$ cat config.mk
export PLATFORM = sky130hd
export DESIGN_NAME = nnis_back
export DESIGN_NICKNAME = d
export VERILOG_FILES = /design/src/sv/nnis_pkg.sv /design/src/sv/nnis_back.sv
export SDC_FILE = /design/constraint.sdc
export NUM_CORES = 1
export LEC_CHECK = 0
export ABC_AREA = 1
export BUFFER_PORTS_ARGS = -buffer_cell sky130_fd_sc_hd__buf_2
export CELL_PAD_IN_SITES_DETAIL_PLACEMENT = 0
export CELL_PAD_IN_SITES_GLOBAL_PLACEMENT = 1
export CORE_AREA = 3 3 200 202
export CTS_BUF_LIST = sky130_fd_sc_hd__clkbuf_8
export CTS_CLUSTER_DIAMETER = 200
export DETAILED_ROUTE_END_ITERATION = 8
export DIE_AREA = 0 0 203 205
export PLACE_DENSITY_LB_ADDON = 0.1
export SETUP_SLACK_MARGIN = 0.1
export SLEW_MARGIN = 10
export SYNTH_ARGS = -nofsm -noshare
export SYNTH_HDL_FRONTEND = slang
export SYNTH_SLANG_ARGS = --single-unit
$ cat constraint.sdc
create_clock -name clk_i -period 4.95 [get_ports clk_i]
set_input_delay 0.495 -clock clk_i [delete_from_list [all_inputs] [get_ports clk_i]]
set_output_delay 0.495 -clock clk_i [all_outputs]
set_load 0.01 [all_outputs]
$ cat src/sv/nnis_pkg.sv
// ----------------------------------------------------------------------------
// Nearest-neighbor scaler package
// Shared types, codes and default sizes of the image scaler.
// ----------------------------------------------------------------------------
package nnis_pkg;

  localparam int DefMaxWidth   = 4096;
  localparam int DefMaxSamples = 4;
  localparam int DefSampleBits = 16;

  localparam int NumSamplePorts = 4;
  localparam int PortSampleW    = 16;
  localparam int WidthRegW      = 13;
  localparam int HeightW        = 16;
  localparam int SppW           = 3;
  localparam int DestXW         = 12;
  localparam int CfgIdxW        = 3;
  localparam int CfgDataW       = 16;
  localparam int QDepth         = 4;

  typedef enum logic {
    CMD_WRITE = 1'b0,
    CMD_FETCH = 1'b1
  } cmd_e;

  typedef enum logic [1:0] {
    ST_WRITE_OK = 2'd0,
    ST_PIXEL    = 2'd1,
    ST_WAIT     = 2'd2,
    ST_REFUSED  = 2'd3
  } status_e;

  typedef enum logic [CfgIdxW-1:0] {
    REG_SRC_WIDTH  = 3'd0,
    REG_SRC_HEIGHT = 3'd1,
    REG_DST_WIDTH  = 3'd2,
    REG_DST_HEIGHT = 3'd3,
    REG_SAMPLES    = 3'd4
  } cfg_idx_e;

  typedef struct packed {
    status_e             status;
    logic [DestXW-1:0]   dest_x;
    logic [HeightW-1:0]  dest_y;
    logic                row_end;
    logic                frame_end;
  } meta_t;

  typedef struct packed {
    meta_t                                       meta;
    logic [NumSamplePorts-1:0][PortSampleW-1:0]  samples;
  } result_t;

endpackage

$ cat src/sv/nnis_back.sv
// ----------------------------------------------------------------------------
// Scaler back end
// Formats each classified item into a result and queues it for the consumer.
// ----------------------------------------------------------------------------
module nnis_back #(
  parameter int MAX_SAMPLES = nnis_pkg::DefMaxSamples,
  parameter int SAMPLE_BITS = nnis_pkg::DefSampleBits
) (
  input  logic                               clk_i,
  input  logic                               rst_ni,
  input  logic                               stg_valid_i,
  input  nnis_pkg::meta_t                    stg_meta_i,
  input  logic [MAX_SAMPLES*SAMPLE_BITS-1:0] stg_data_i,
  input  logic                               pop_i,
  output logic                               room_o,
  output logic                               empty_o,
  output nnis_pkg::result_t                  head_o
);
  import nnis_pkg::*;

  localparam int PtrW = $clog2(QDepth);
  localparam int CntW = $clog2(QDepth + 1);

  result_t         res;
  result_t         q_mem_q [QDepth];
  logic [PtrW-1:0] wr_ptr_q, rd_ptr_q;
  logic [CntW-1:0] cnt_q;
  logic            do_pop;

  always_comb begin
    res.meta    = stg_meta_i;
    res.samples = '0;
    if (stg_meta_i.status == ST_PIXEL) begin
      for (int g = 0; g < MAX_SAMPLES; g++) begin
        res.samples[g] = PortSampleW'(stg_data_i[g*SAMPLE_BITS +: SAMPLE_BITS]);
      end
    end
  end

  assign do_pop  = pop_i && (cnt_q != '0);
  assign empty_o = (cnt_q == '0);
  assign room_o  = ((CntW+1)'(cnt_q) + (CntW+1)'(stg_valid_i)) < (CntW+1)'(QDepth);
  assign head_o  = q_mem_q[rd_ptr_q];

  always_ff @(posedge clk_i or negedge rst_ni) begin
    if (!rst_ni) begin
      wr_ptr_q <= '0;
      rd_ptr_q <= '0;
      cnt_q    <= '0;
    end else begin
      if (stg_valid_i) wr_ptr_q <= wr_ptr_q + 1'b1;
      if (do_pop)      rd_ptr_q <= rd_ptr_q + 1'b1;
      cnt_q <= cnt_q + CntW'(stg_valid_i) - CntW'(do_pop);
    end
  end

  always_ff @(posedge clk_i) begin
    if (stg_valid_i) begin
      q_mem_q[wr_ptr_q] <= res;
    end
  end

  a_push_has_room: assert property (@(posedge clk_i) disable iff (!rst_ni)
    stg_valid_i |-> cnt_q < CntW'(QDepth))
    else $error("result pushed into full queue");

  a_cnt_tracks: assert property (@(posedge clk_i) disable iff (!rst_ni)
    !stg_valid_i && !do_pop |=> $stable(cnt_q))
    else $error("queue count moved without transfer");

endmodule

==> results of run 1 <==
state kept, by name (all words and copies together) (netlist names):
name and count:
rd_ptr_q 2, wr_ptr_q 2, cnt_q 3, q_mem_q 384
report_power, final:
group / total, mW / switching, mW / leakage (nW) / internal, mW
Clock: 2.56 / 1.23 / 0.667 / 1.33
Sequential: 4.59 / 0.244 / 3.66 / 4.35
Combinational: 3.75 / 2.57 / 3.52 / 1.17
Total: 10.9 / 4.05 / 7.86 / 6.85
cell type report:
cell class	instances	area, um^2	share of cell area, %
inverter	178	686	3.64
antenna	1	2.50	0.0133
clock buffer	72	991	5.27
multi-input combinational	770	3500	18.6
tap	518	648	3.44
clock inverter	41	164	0.871
sequential	391	11700	62.2
timing repair buffer	212	1110	5.92
metrics by stage:
stage | hold slack [ps] | std cells | setup WS, ps | cell area [um^2]
6_report | 134 | 2183 | 1400 | 18800
5_1_grt | 92.9 | 2183 | 1140 | 18800
4_1_cts | 74.2 | 2182 | 1330 | 18800
3_3_place_gp | 351 | 2068 | 1960 | 17600
2_1_floorplan | 199 | 1409 | 1820 | 16500
3_5_place_dp | 354 | 2068 | 1950 | 17600
critical path: stages, from the launching register on:
cell and delay (ps):
sky130_fd_sc_hd__dfrtp_4 750, sky130_fd_sc_hd__inv_4 810, sky130_fd_sc_hd__buf_4 470, sky130_fd_sc_hd__o21ai_1 120, sky130_fd_sc_hd__nand2_1 110, sky130_fd_sc_hd__buf_2 140
layout by cell type (no fill, tap or decap):
cell                              n
sky130_fd_sc_hd__buf_12           1
sky130_fd_sc_hd__buf_2          197
sky130_fd_sc_hd__buf_4           13
sky130_fd_sc_hd__clkbuf_8        72
sky130_fd_sc_hd__clkinv_1        16
sky130_fd_sc_hd__clkinv_2         5
sky130_fd_sc_hd__clkinvlp_4       1
sky130_fd_sc_hd__dfrtp_1          6
sky130_fd_sc_hd__dfrtp_4          1
sky130_fd_sc_hd__diode_2          1
sky130_fd_sc_hd__dlygate4sd3_1    1
sky130_fd_sc_hd__edfxtp_1       384
sky130_fd_sc_hd__fa_1             1
sky130_fd_sc_hd__ha_1             7
sky130_fd_sc_hd__inv_1          190
sky130_fd_sc_hd__inv_2            1
sky130_fd_sc_hd__inv_4            5
sky130_fd_sc_hd__inv_6            1
sky130_fd_sc_hd__nand2_1        211
sky130_fd_sc_hd__nand2_2         95
sky130_fd_sc_hd__nand3_1          2
sky130_fd_sc_hd__nor2_1         242
sky130_fd_sc_hd__nor2_2          16
sky130_fd_sc_hd__o21ai_0         95
sky130_fd_sc_hd__o21ai_1         99
sky130_fd_sc_hd__xor2_1           2
cells by family after synthesis:
logic type                 after synthesis
buffers and inverters                  248
and+or+nand+nor                        566
adders and majority gates                8
AOI/OAI and AO/OA                      194
DFF                                    391
xor gates and xnor gates                 2
what timing repair did:
item | CTS | global route
endpoints found under the hold margin | 7 | 0
hold buffers | 1 | 0
setup buffers | 0 | 0
worst max-delay path by stage:
| stage | startpoint | endpoint | cells past startpoint |
|---|---|---|---|
| floorplan | stg_valid_i | q_mem_q[0][0] | 3 |
| global placement | rd_ptr_q[0] | head_o[44] | 5 |
| detailed placement | rd_ptr_q[0] | head_o[46] | 5 |
| CTS | rd_ptr_q[0] | head_o[46] | 5 |
| global route | rd_ptr_q[0] | head_o[0] | 6 |
| finish | rd_ptr_q[0] | head_o[46] | 5 |
metal layers:
metal | GRT usage, % | vias to the layer above | routed length, um
met1 | 22.4 | 4771 | 16000
met3 | 4.43 | 57 | 1740
met5 | 0 | - | 0
li1 | - | 5050 | -
met2 | 28.9 | 197 | 17600
met4 | 5.37 | 0 | 720
==> results.txt, run 1 <==
After clock tree synthesis, the clock-pin slew on the worst setup and hold paths is roughly 50 ps. The insertion delay of the later-clocked pin in the worst-skew pair is 580 ps. The cell depth of the worst hold path came out at 1. After synthesis, the largest area contributor takes up 69.9% of total cell area. The number of setup violations in the final report came out at 0. The synthesized area per cell is 11.7 um^2. The final critical-path required period came out at 3550 ps. After synthesis, the largest family of logic cells by area is simple AND/OR/NAND/NOR gates. The detailed-route vias per instance is roughly 4.6. The maximum vdd ir drop is 313 uV. Summing the areas of all fa, ha and maj instances in the mapped netlist gives 0.652% of the synthesized area.

The global routing usage summed across all routing layers came out at approximately 17%. By area the synthesized netlist is led by sky130_fd_sc_hd__edfxtp_1 70%, sky130_fd_sc_hd__nor2_1 5.5%, sky130_fd_sc_hd__nand2_1 4.8%. In this run the count of I/O pins placed on the die edge is 198. Setup repair after global routing left no endpoint under its margin.

CTS placed an instance of sky130_fd_sc_hd__clkbuf_8 at the clock tree root. On the final layout, the worst clock skew is 17.4 ps. The post-CTS resize count is 0.

The final number of max-transition violations is 0. The number of nets in the layout came out at roughly 1,700. The largest driver fanout on the critical path is 72. The die is roughly 200 um wide. The core outline area is 38,500 um^2. Of the cells placed in the final design, the portion with a size suffix greater than 1 is 24.5%. Dividing total power by cell area gives a power density of 579 nW/um^2. The transition time at the pin with the least slew margin came out at approximately 1100 ps.

Data arrives at the worst endpoint at 3060 ps. The initial utilization of the core area, before any placement, comes to 42.9%. The routed wirelength normalized by instance count is 16.5 um. The number of cells on the worst reg-to-reg path is 5. The number of synthesized register bits came out at 391. The share of synthesized flip-flops with an asynchronous set or reset came out at 1.79%. The worst hold path begins at stg_meta_i[5]. The remaining max-slew budget at the tightest pin is roughly 28%. Once detail routing completed, the nets flagged for antenna violations numbered 0. The congestion estimate from routability-driven global placement came to 0.707. The number of rows created at floorplan is 72. Relative to the synthesized area, the layout overhead comes to 14.0%. The number of distinct library cell variants in the gate-level netlist after synthesis is 21.

The first global-routing pass estimated 55,400 um of wire. The most area-hungry cell type in the Yosys netlist is sky130_fd_sc_hd__edfxtp_1. The overall die height is about 200 um. The run finished with clean final reports. The worst register-to-register path has a setup slack of 2720 ps. The clock passes through at most 3 buffers. For this run, the leading register cell type out of synthesis is sky130_fd_sc_hd__edfxtp_1. The residual overflow from global routing came out at 0. The detailed-route DRC error count came out at 0.

The worst register-to-register path ends at q_mem_q[0][34]. Summing the areas of all xor and xnor instances in the mapped netlist gives 0.106% of the synthesized area. sky130_fd_sc_hd__edfxtp_1 is the most common cell in the netlist.

The post-synthesis sequential area ratio is 70.9%. The post-synthesis simple-gate area fraction is 14.6%. The H-tree depth is 3. The CTS buffer count is approximately 70. The post-synth design cell area came out at 16,500 um^2. The maximum number of pins on one net before global-route repair is 147.

The worst-case hold path end point is q_mem_q[0][69]. The commonest cells after synthesis are 384 x sky130_fd_sc_hd__edfxtp_1, 242 x sky130_fd_sc_hd__nor2_1, 212 x sky130_fd_sc_hd__nand2_1. The startpoint type of the worst setup path is a flip-flop.

The final route contains 10,100 vias. The number of flops mapped to enable cells by yosys is 384. The maximum achievable frequency came out at between 200 and 300 MHz. The total power draw came out at 10.9 mW. The post-synthesis compound-gate area fraction is 5.88%.

The number of nets produced by synthesis is 1,517. The worst register-to-register path begins at wr_ptr_q[0]. For the final routed database, the setup TNS stands at 0 ps. The worst hold-check path type is input port to flip-flop. The number of clock sinks seen by CTS is 391. The number of hold violations in the final report is 0.

For this run, the detailed router's first-pass iteration total came to 4. The overall die area is roughly 42,000 um^2. The leakage power came out at 7.86 nW. The total of max-cap violations is 0.

The number of global-route vias before repair is 9,959. At the worst endpoint, the required time is 4450 ps. The clock tree from TritonCTS is yes. In the finished design, the share of the clock period the worst path needs comes to 71.8%. Measured against the total synthesized area, the mux share comes to 0%.

The startpoint-to-endpoint class of the critical path is flip-flop to output port. Fill cells in the final layout number 3,599. The HPWL after detailed placement is 20,400 um. The total wirelength of the detailed-routed design is 36,000 um. The gate count of the mapped netlist is 1,409. The initial detailed-routing violation count came out at about 540.

The number of warnings reported in the yosys synthesis log is 0. The core utilization of the finished layout came out at between 40% and 50%. The initial antenna violation count is 1.

STA classifies the critical path endpoint as an output port. The number of port buffers came out at between 150 and 200.
(Power assumes the default switching activity.)
==> inputs of run 2 (changes only) <==
- clock period: 4.95 -> 3.2 ns (I/O delays scaled with it)
==> run 2 against run 1 <==
Net effect:
- non-clock buffer count up 43
- routed wire length fell by 1.5%
- combinational power is 61% higher
- critical path depth up 1
- global-route usage shrank 0.077 points
- core utilization is 1.5 points higher
- die area did not move
- via count grew 0.23%
- critical endpoint is now head_o[86]
- highest routed layer is now met5
==> results.txt, run 2 (synthesis gave the netlist of run 1 again) <==
The run finished with clean final reports. The total net switching power came out at 6.24 mW. The worst hold path belongs to the class input port to async pin. In this run the power density over the cells is between 800 and 900 nW/um^2.

The detailed-route vias per instance came out at 4.54. The floorplan step defined a die boundary enclosing 41,600 um^2. The number of clock sinks seen by CTS came out at 391. The total of fill cells in the finished design is 3,524. The overall die height is 205 um. Measured in cells, the most critical reg-to-reg path has a length of 10.

In the layout the commonest cells are 384 x sky130_fd_sc_hd__edfxtp_1, 242 x sky130_fd_sc_hd__nor2_1, 211 x sky130_fd_sc_hd__nand2_1, 197 x sky130_fd_sc_hd__buf_2, 188 x sky130_fd_sc_hd__inv_1. STA puts the critical path data required time at around 2900 ps. Global routing finished with a remaining overflow of 0. The core outline area came out at 38,500 um^2. Along the worst path, the maximum fanout reaches 52. The flip-flop count of the largest register, all copies and words added is approximately 380. The buffer depth of the longest clock path came out at 3. In the finished design, the share of the clock period the worst path needs comes to around 86%. Walking the worst path, the cells encountered are buf_4 -> nor2_1 -> nor2_1 -> o21ai_1 -> nand2_1 -> buf_2. The remaining antenna violation count came out at 0. Summed over all failing endpoints, the final setup total negative slack is 0 ps. The cell-internal power came out at 10.9 mW. The data arrival at the endpoint of the critical path is 2440 ps.

The first global-routing pass estimated approximately 55,000 um of wire. The stage delay of the slowest cell on the critical path came out at 650 ps. The number of search-and-repair iterations in the first detailed-routing pass is 5. The cell sitting at the root of the clock tree is a sky130_fd_sc_hd__clkbuf_8. Across the run, the number of max-cap violations was 0. The register with the most flip-flops in the final layout is q_mem_q. The remaining max-slew budget at the tightest pin came out at roughly 51%. The maximum achievable frequency is 363 MHz.

The fraction of power consumed by sequential logic came out at 41.1%. The routed wirelength normalized by instance count is 15.9 um. STA classifies the critical path endpoint as an output port. Pin placement for this block handled 198 I/O pins. The clock network burns 23.5% of the power. On the critical path, the stage with the largest delay is an instance of sky130_fd_sc_hd__dfrtp_4. The final number of max-transition violations is 0.

In this run the number of H-tree levels came out at 3. The die width is 203 um. For this design the static power due to leakage is 8.08 nW. The initial utilization of the core area, before any placement, comes to 42.9%. The detailed-route DRC error count came out at 0. Power comes to approximately 17 mW. Setup violations remaining at the end of the flow were counted as 0. The congestion estimate from routability-driven global placement came to 0.701. The area growth from synthesis to final layout came out at 17.5%.

TritonCTS built the clock tree. The total wirelength of the detailed-routed design came out at 35,500 um. For this block, the initial DRC count from the detailed router was between 500 and 600. In this design, the critical path's most frequently occurring cell is sky130_fd_sc_hd__nor2_1.

The number of hold violations in the final report is 0. The later pin in the worst-skew pair is clocked with a latency of 600 ps. Net switching is 36.5% of the power. The transition time at the pin with the least slew margin came out at 727 ps. The worst-case IR drop observed on VDD is 436 uV.

The worst setup path is launched from a flip-flop. The number of rows created at floorplan is 72. The CTS buffer count is approximately 70.

In this run the cell area measured after placement is 17,900 um^2. The worst setup path is of the flip-flop to output port kind. The most common cell after layout, fill and taps aside is sky130_fd_sc_hd__edfxtp_1.

The final layout contains 1,772 nets. The final critical-path required period is between 2000 and 3000 ps. The number of setup buffers added after CTS is 0.

Cells with a size suffix above 1 make up 24.6% of the layout. The clock-pin slew on the worst setup and hold paths came out at 60 ps. The number of global-route vias before repair came out at 10,100. In this run, the combinational gates consume 35.4% of the power.

The number of port buffers came out at roughly 200. Global routing consumed, over all layers together, 17.2% of the routing resources. Summing over every cut layer, the via total after detailed routing is 10,100. After routing the design area is 19,400 um^2. The post-route clock skew is 9.40 ps.

The core utilization of the finished layout is about half. Setup repair after global routing left no endpoint under its margin. The maximum number of pins on one net before global-route repair came out at 87. Once the clock tree was built, the resizer swapped 0 gates to a different size. The largest registers in the layout are q_mem_q (384), cnt_q (3). Detailed placement ended at an HPWL of between 20,000 and 25,000 um. The initial antenna violation count came out at 4.
-- run 2: power groups by stage --
| stage | clock network (mW) | logic [mW] | registers [mW] |
|---|---|---|---|
| 2_1_floorplan | 0 | 4.35 | 7.11 |
| 3_3_place_gp | 0 | 6.20 | 7.11 |
| 3_5_place_dp | 0 | 6.23 | 7.13 |
| 4_1_cts | 4.18 | 6.28 | 7.03 |
| 5_1_grt | 4.44 | 6.89 | 7.11 |
| 6_report | 4.02 | 6.05 | 7.03 |
-- run 2: final timing paths --
path / endpoint / slack (ps) / startpoint
max in group asynchronous: rd_ptr_q[0] / 2900 / rst_ni
setup reg to reg: cnt_q[2] / 1160 / cnt_q[1]
hold / removal: cnt_q[2] / 100 / rst_ni
setup / recovery: head_o[86] / 440 / rd_ptr_q[0]
hold reg to reg: wr_ptr_q[0] / 540 / wr_ptr_q[0]
min in group clk_i: q_mem_q[2][12] / 100 / stg_data_i[12]
-- run 2: area by class of cell --
type | count | area, um^2 | area share (%)
sequential | 391 | 11700 | 60.4
clock inverter | 39 | 195 | 1.01
antenna | 1 | 2.50 | 0.0129
multi-input combinational | 770 | 3500 | 18.1
clock buffer | 72 | 991 | 5.11
timing repair buffer | 255 | 1660 | 8.56
tap | 518 | 648 | 3.34
inverter | 178 | 686 | 3.54
-- run 2: worst max-delay path: cells and delay by family (launching register included) --
| kind | cells | cell delay (ps) |
|---|---|---|
| buffers and inverters | 2 | 740 |
| and+or+nand+nor | 3 | 310 |
| AOI/OAI and AO/OA | 1 | 80 |
| DFF | 1 | 650 |
-- run 2: per-stage QoR --
step | cells | setup WS (ps) | hold slack (ps)
floorplan | 1409 | 216 | 24.4
global placement | 2077 | 1090 | 174
finish | 2224 | 442 | 95.2
global route | 2223 | 242 | 48.0
CTS | 2223 | 385 | 34.2
detailed placement | 2077 | 1060 | 172
-- run 2: what timing repair did --
action / 4_1_cts / 5_1_grt
endpoints found under the setup margin: 0 / 0
hold buffers: 35 / 0
endpoints found under the hold margin: 138 / 0
-- run 2: per-layer routing --
| metal | vias to the layer above | wire length (um) | global-route usage, % | share of wire, % |
|---|---|---|---|---|
| met5 | - | 39 | 0 | 0.11 |
| met4 | 6 | 728 | 5.32 | 2.1 |
| met3 | 67 | 2400 | 5.09 | 6.8 |
| met2 | 222 | 17300 | 29.2 | 49 |
| met1 | 4668 | 15000 | 21.5 | 42 |
| li1 | 5135 | - | - | - |
==> inputs of run 3 (changes only) <==
- ABC_AREA: 1 -> unset
- CORE_AREA: 3 3 200 202 -> 3 3 225 161
- DIE_AREA: 0 0 203 205 -> 0 0 228 164
==> run 3 against run 2 <==
Net effect:
- clock power is 9.7% lower
- core utilization up 1.2 points
- routed wire length fell by 15%
- global-route usage shrank 0.83 points
- synthesized cell count down 56%
- non-clock buffer count is 7 lower
- worst hold slack got worse by 17 ps
- clock skew rose by 7.8 ps
- critical endpoint is now head_o[71]
- first-iteration DRC count decreased by 28%
- cell area is 8.5% lower
- die area is 10% lower
- critical path depth decreased by 3
==> results.txt, run 3 <==
Ranked by flip-flop count, first place goes to q_mem_q. The top cell types in the final layout, fill and taps aside, are 384 x sky130_fd_sc_hd__edfxtp_1, 197 x sky130_fd_sc_hd__buf_2, 96 x sky130_fd_sc_hd__mux4_2, 64 x sky130_fd_sc_hd__and2_1, 64 x sky130_fd_sc_hd__clkbuf_8. On the final layout, the worst clock skew is 17.2 ps. Counting every net in the synthesized netlist gives 722. The H-tree was split into 2 levels. The post-synthesis sequential area ratio is 79.6%. The largest total area in the synthesized netlist belongs to sky130_fd_sc_hd__edfxtp_1. The remaining antenna violation count is 0.

The total of fill cells in the finished design is around 2,800. In the post-synthesis netlist, the biggest area contributors are sky130_fd_sc_hd__edfxtp_1 78%, sky130_fd_sc_hd__mux4_2 15%, sky130_fd_sc_hd__and2_1 2.9%. STA classifies the critical path startpoint as a flip-flop. STA classifies the critical path endpoint as an output port.

The buffer depth of the longest clock path is 3. The flip-flop count of the largest register, all copies and words added is 384. The maximum number of pins on one net before global-route repair is 65. The placer congestion estimate is 0.691. The first global-routing pass estimated 46,400 um of wire.

The library cell used most frequently in the layout, excluding fill and tap cells, is sky130_fd_sc_hd__edfxtp_1. The die width is about 230 um. Detailed routing inserted a total of 7,040 vias. The post-CTS resize count is 0.

The kind of cell adding the most delay to the critical path is flip-flops. Setup violations remaining at the end of the flow were counted as 0. The core outline area came out at roughly 34,000 um^2. The I/O pin count is 198.

The number of distinct library cell variants in the gate-level netlist after synthesis is 24. Measured against its own limit, the worst slew margin works out to 53.1%. In this run the worst hold path is classified as input port to flip-flop. The number of clock sinks seen by CTS is 391. Summed over all layers, the global routing overflow is 0.

The run finished with clean final reports. The routed wirelength normalized by instance count came out at 21.4 um. IR analysis of the VDD net gives a maximum drop of 428 uV. Among all flip-flop cells after synthesis, the most frequent one is sky130_fd_sc_hd__edfxtp_1. The total of max-cap violations is 0. The number of buffers and inverters on the critical path came out at 2. The initial antenna violation count is 4. The synthesized area per cell is about 24 um^2. The overall die area came out at 37,400 um^2. The largest driver fanout on the critical path is 37. The floorplan has 57 rows. The total wirelength of the detailed-routed design came out at 30,200 um. The area share of the leading cell type in the synthesized netlist is 78.4%.

The data arrival at the endpoint of the critical path came out at 2430 ps. The startpoint-to-endpoint class of the critical path is flip-flop to output port. The CTS buffer count came out at 58.

The repair_antennas step left the layout with diodes totalling 0. TritonCTS built the clock tree. Dividing the final minimum period by the clock period gives 85.8%. The largest registers in the layout are q_mem_q (384), cnt_q (3).

The share of synthesized flip-flops with an asynchronous set or reset is 1.79%. The number of global-route vias before repair is 7,793. The number of nets in the layout is 1,000. The number of synthesized register bits is about 390. At the pin with the least slew margin, the transition time is 702 ps. The area growth from synthesis to final layout came out at 20.8%. The number of warnings reported in the yosys synthesis log is 0. The detailed-route DRC error count came out at 0. The HPWL after detailed placement came out at ~18,000 um. The post-synth design cell area came out at approximately 15,000 um^2.

The critical path goes through buf_12 -> mux4_2 -> buf_2. After clock tree synthesis, the clock-pin slew on the worst setup and hold paths is 60 ps. The commonest cells after synthesis are 384 x sky130_fd_sc_hd__edfxtp_1, 96 x sky130_fd_sc_hd__mux4_2, 68 x sky130_fd_sc_hd__and2_1.

The most instantiated library cell after synthesis is sky130_fd_sc_hd__edfxtp_1. Summed over all failing endpoints, the final setup total negative slack is 0 ps. The library cell used as clock root buffer is sky130_fd_sc_hd__clkbuf_8. The number of hold violations in the final report is 0. The number of search-and-repair iterations in the first detailed-routing pass is 4. Global routing used 16.4% of the available tracks across all layers.

Cells fill 51.6% of the core in the end. The layout cell share with drive strength beyond 1 is between 40% and 50%. Synthesis produced 614 cells.

The number of flops mapped to enable cells by yosys came out at between 300 and 400. For this block, the initial DRC count from the detailed router was 385. The starting density of the core came out at 42.8%.

The stage delay of the slowest cell on the critical path came out at 680 ps. Buffers placed on the I/O ports in this run total 197. Setup repair after global routing left no endpoint under its margin. For the worst-skew pair, the clock arrives at the later sink with an insertion delay of 600 ps. The required time of the worst setup path came out at 2880 ps.

Hold is met by approximately 80 ps. Using the TritonRoute via totals, the vias-per-cell ratio works out to roughly 5. From bottom edge to top edge, the die measures 164 um. The final number of max-transition violations came out at 0. For this run, the top clock speed supported by timing is 364 MHz. The worst path in the final design needs a cycle of 2750 ps, including I/O delays and setup. The cell with the biggest individual delay on the critical path is sky130_fd_sc_hd__dfrtp_4.

The leakage power is 6.29 nW. The total power draw is 15.3 mW. The power per unit of standard cell area is around 860 nW/um^2.
run 3: cell types whose count changed after synthesis, moves of 10 or more:
cell,previous run,this run
sky130_fd_sc_hd__nand2_1,212,2
sky130_fd_sc_hd__o21ai_1,99,0
sky130_fd_sc_hd__mux4_2,0,96
sky130_fd_sc_hd__buf_2,22,12
sky130_fd_sc_hd__and2_1,0,68
sky130_fd_sc_hd__o21ai_0,95,1
sky130_fd_sc_hd__nor2_1,242,0
sky130_fd_sc_hd__nand2_2,94,0
sky130_fd_sc_hd__nor2_2,16,0
sky130_fd_sc_hd__inv_1,174,7
sky130_fd_sc_hd__buf_12,17,1
run 3: power breakdown:
part           switching, mW  internal (mW)
registers              0.393           6.71
logic                   2.42           2.15
clock network           1.81           1.83
run 3: worst min-delay path: cells and delay by family:
kind,cells,cell delay [ps]
compound gates,1,110
xor+xnor,1,90
buf+inv,1,110
run 3: cells by family after synthesis:
group                    after synthesis  synth area share (%)
adder cells (fa/ha/maj)                8                 0.732
AND/OR/NAND/NOR                       73                  3.07
AO/OA/AOI/OAI                          5                 0.255
multiplexers                          96                  14.7
flip-flops                           391                  79.6
buffers and inverters                 37                  1.36
XOR/XNOR                               4                 0.238
run 3: metal layers:
layer	track usage, %	up-vias	wire length (um)
met4	4.70	8	553
li1	-	3122	-
met1	20.6	3682	12400
met5	0	-	50
met2	28.0	172	15300
met3	4.85	56	1920
run 3: final cells by class:
type	count	area, um^2	area share, %
clock buffer	64	881	4.96
clock inverter	45	176	0.994
inverter	7	26.3	0.148
multi-input combinational	186	2810	15.8
sequential	391	11700	66.0
tap	472	591	3.33
timing repair buffer	248	1550	8.75
run 3: what timing repair did:
item	CTS	global route
hold buffers	34	0
hold endpoints to repair	136	0
setup buffers	0	0
setup endpoints to repair	0	0
run 3: through the flow:
step,setup WS (ps),cells,area (um^2)
after floorplan,955,614,14700
final,453,1413,17800
after CTS,345,1413,17800
after detailed placement,962,1270,16400
after global routing,262,1413,17800
after global placement,1050,1270,16400
run 3: worst paths after layout:
kind / from / endpoint / slack (ps) / cells past startpoint
max reg2reg: cnt_q[1] / cnt_q[2] / 950 / 8
min reg2reg: wr_ptr_q[0] / wr_ptr_q[0] / 540 / 1
max in group asynchronous: rst_ni / rd_ptr_q[1] / 2880 / 2
max: rd_ptr_q[0] / head_o[71] / 450 / 3
min: pop_i / rd_ptr_q[0] / 80 / 3
min in group asynchronous: rst_ni / wr_ptr_q[0] / 130 / 2
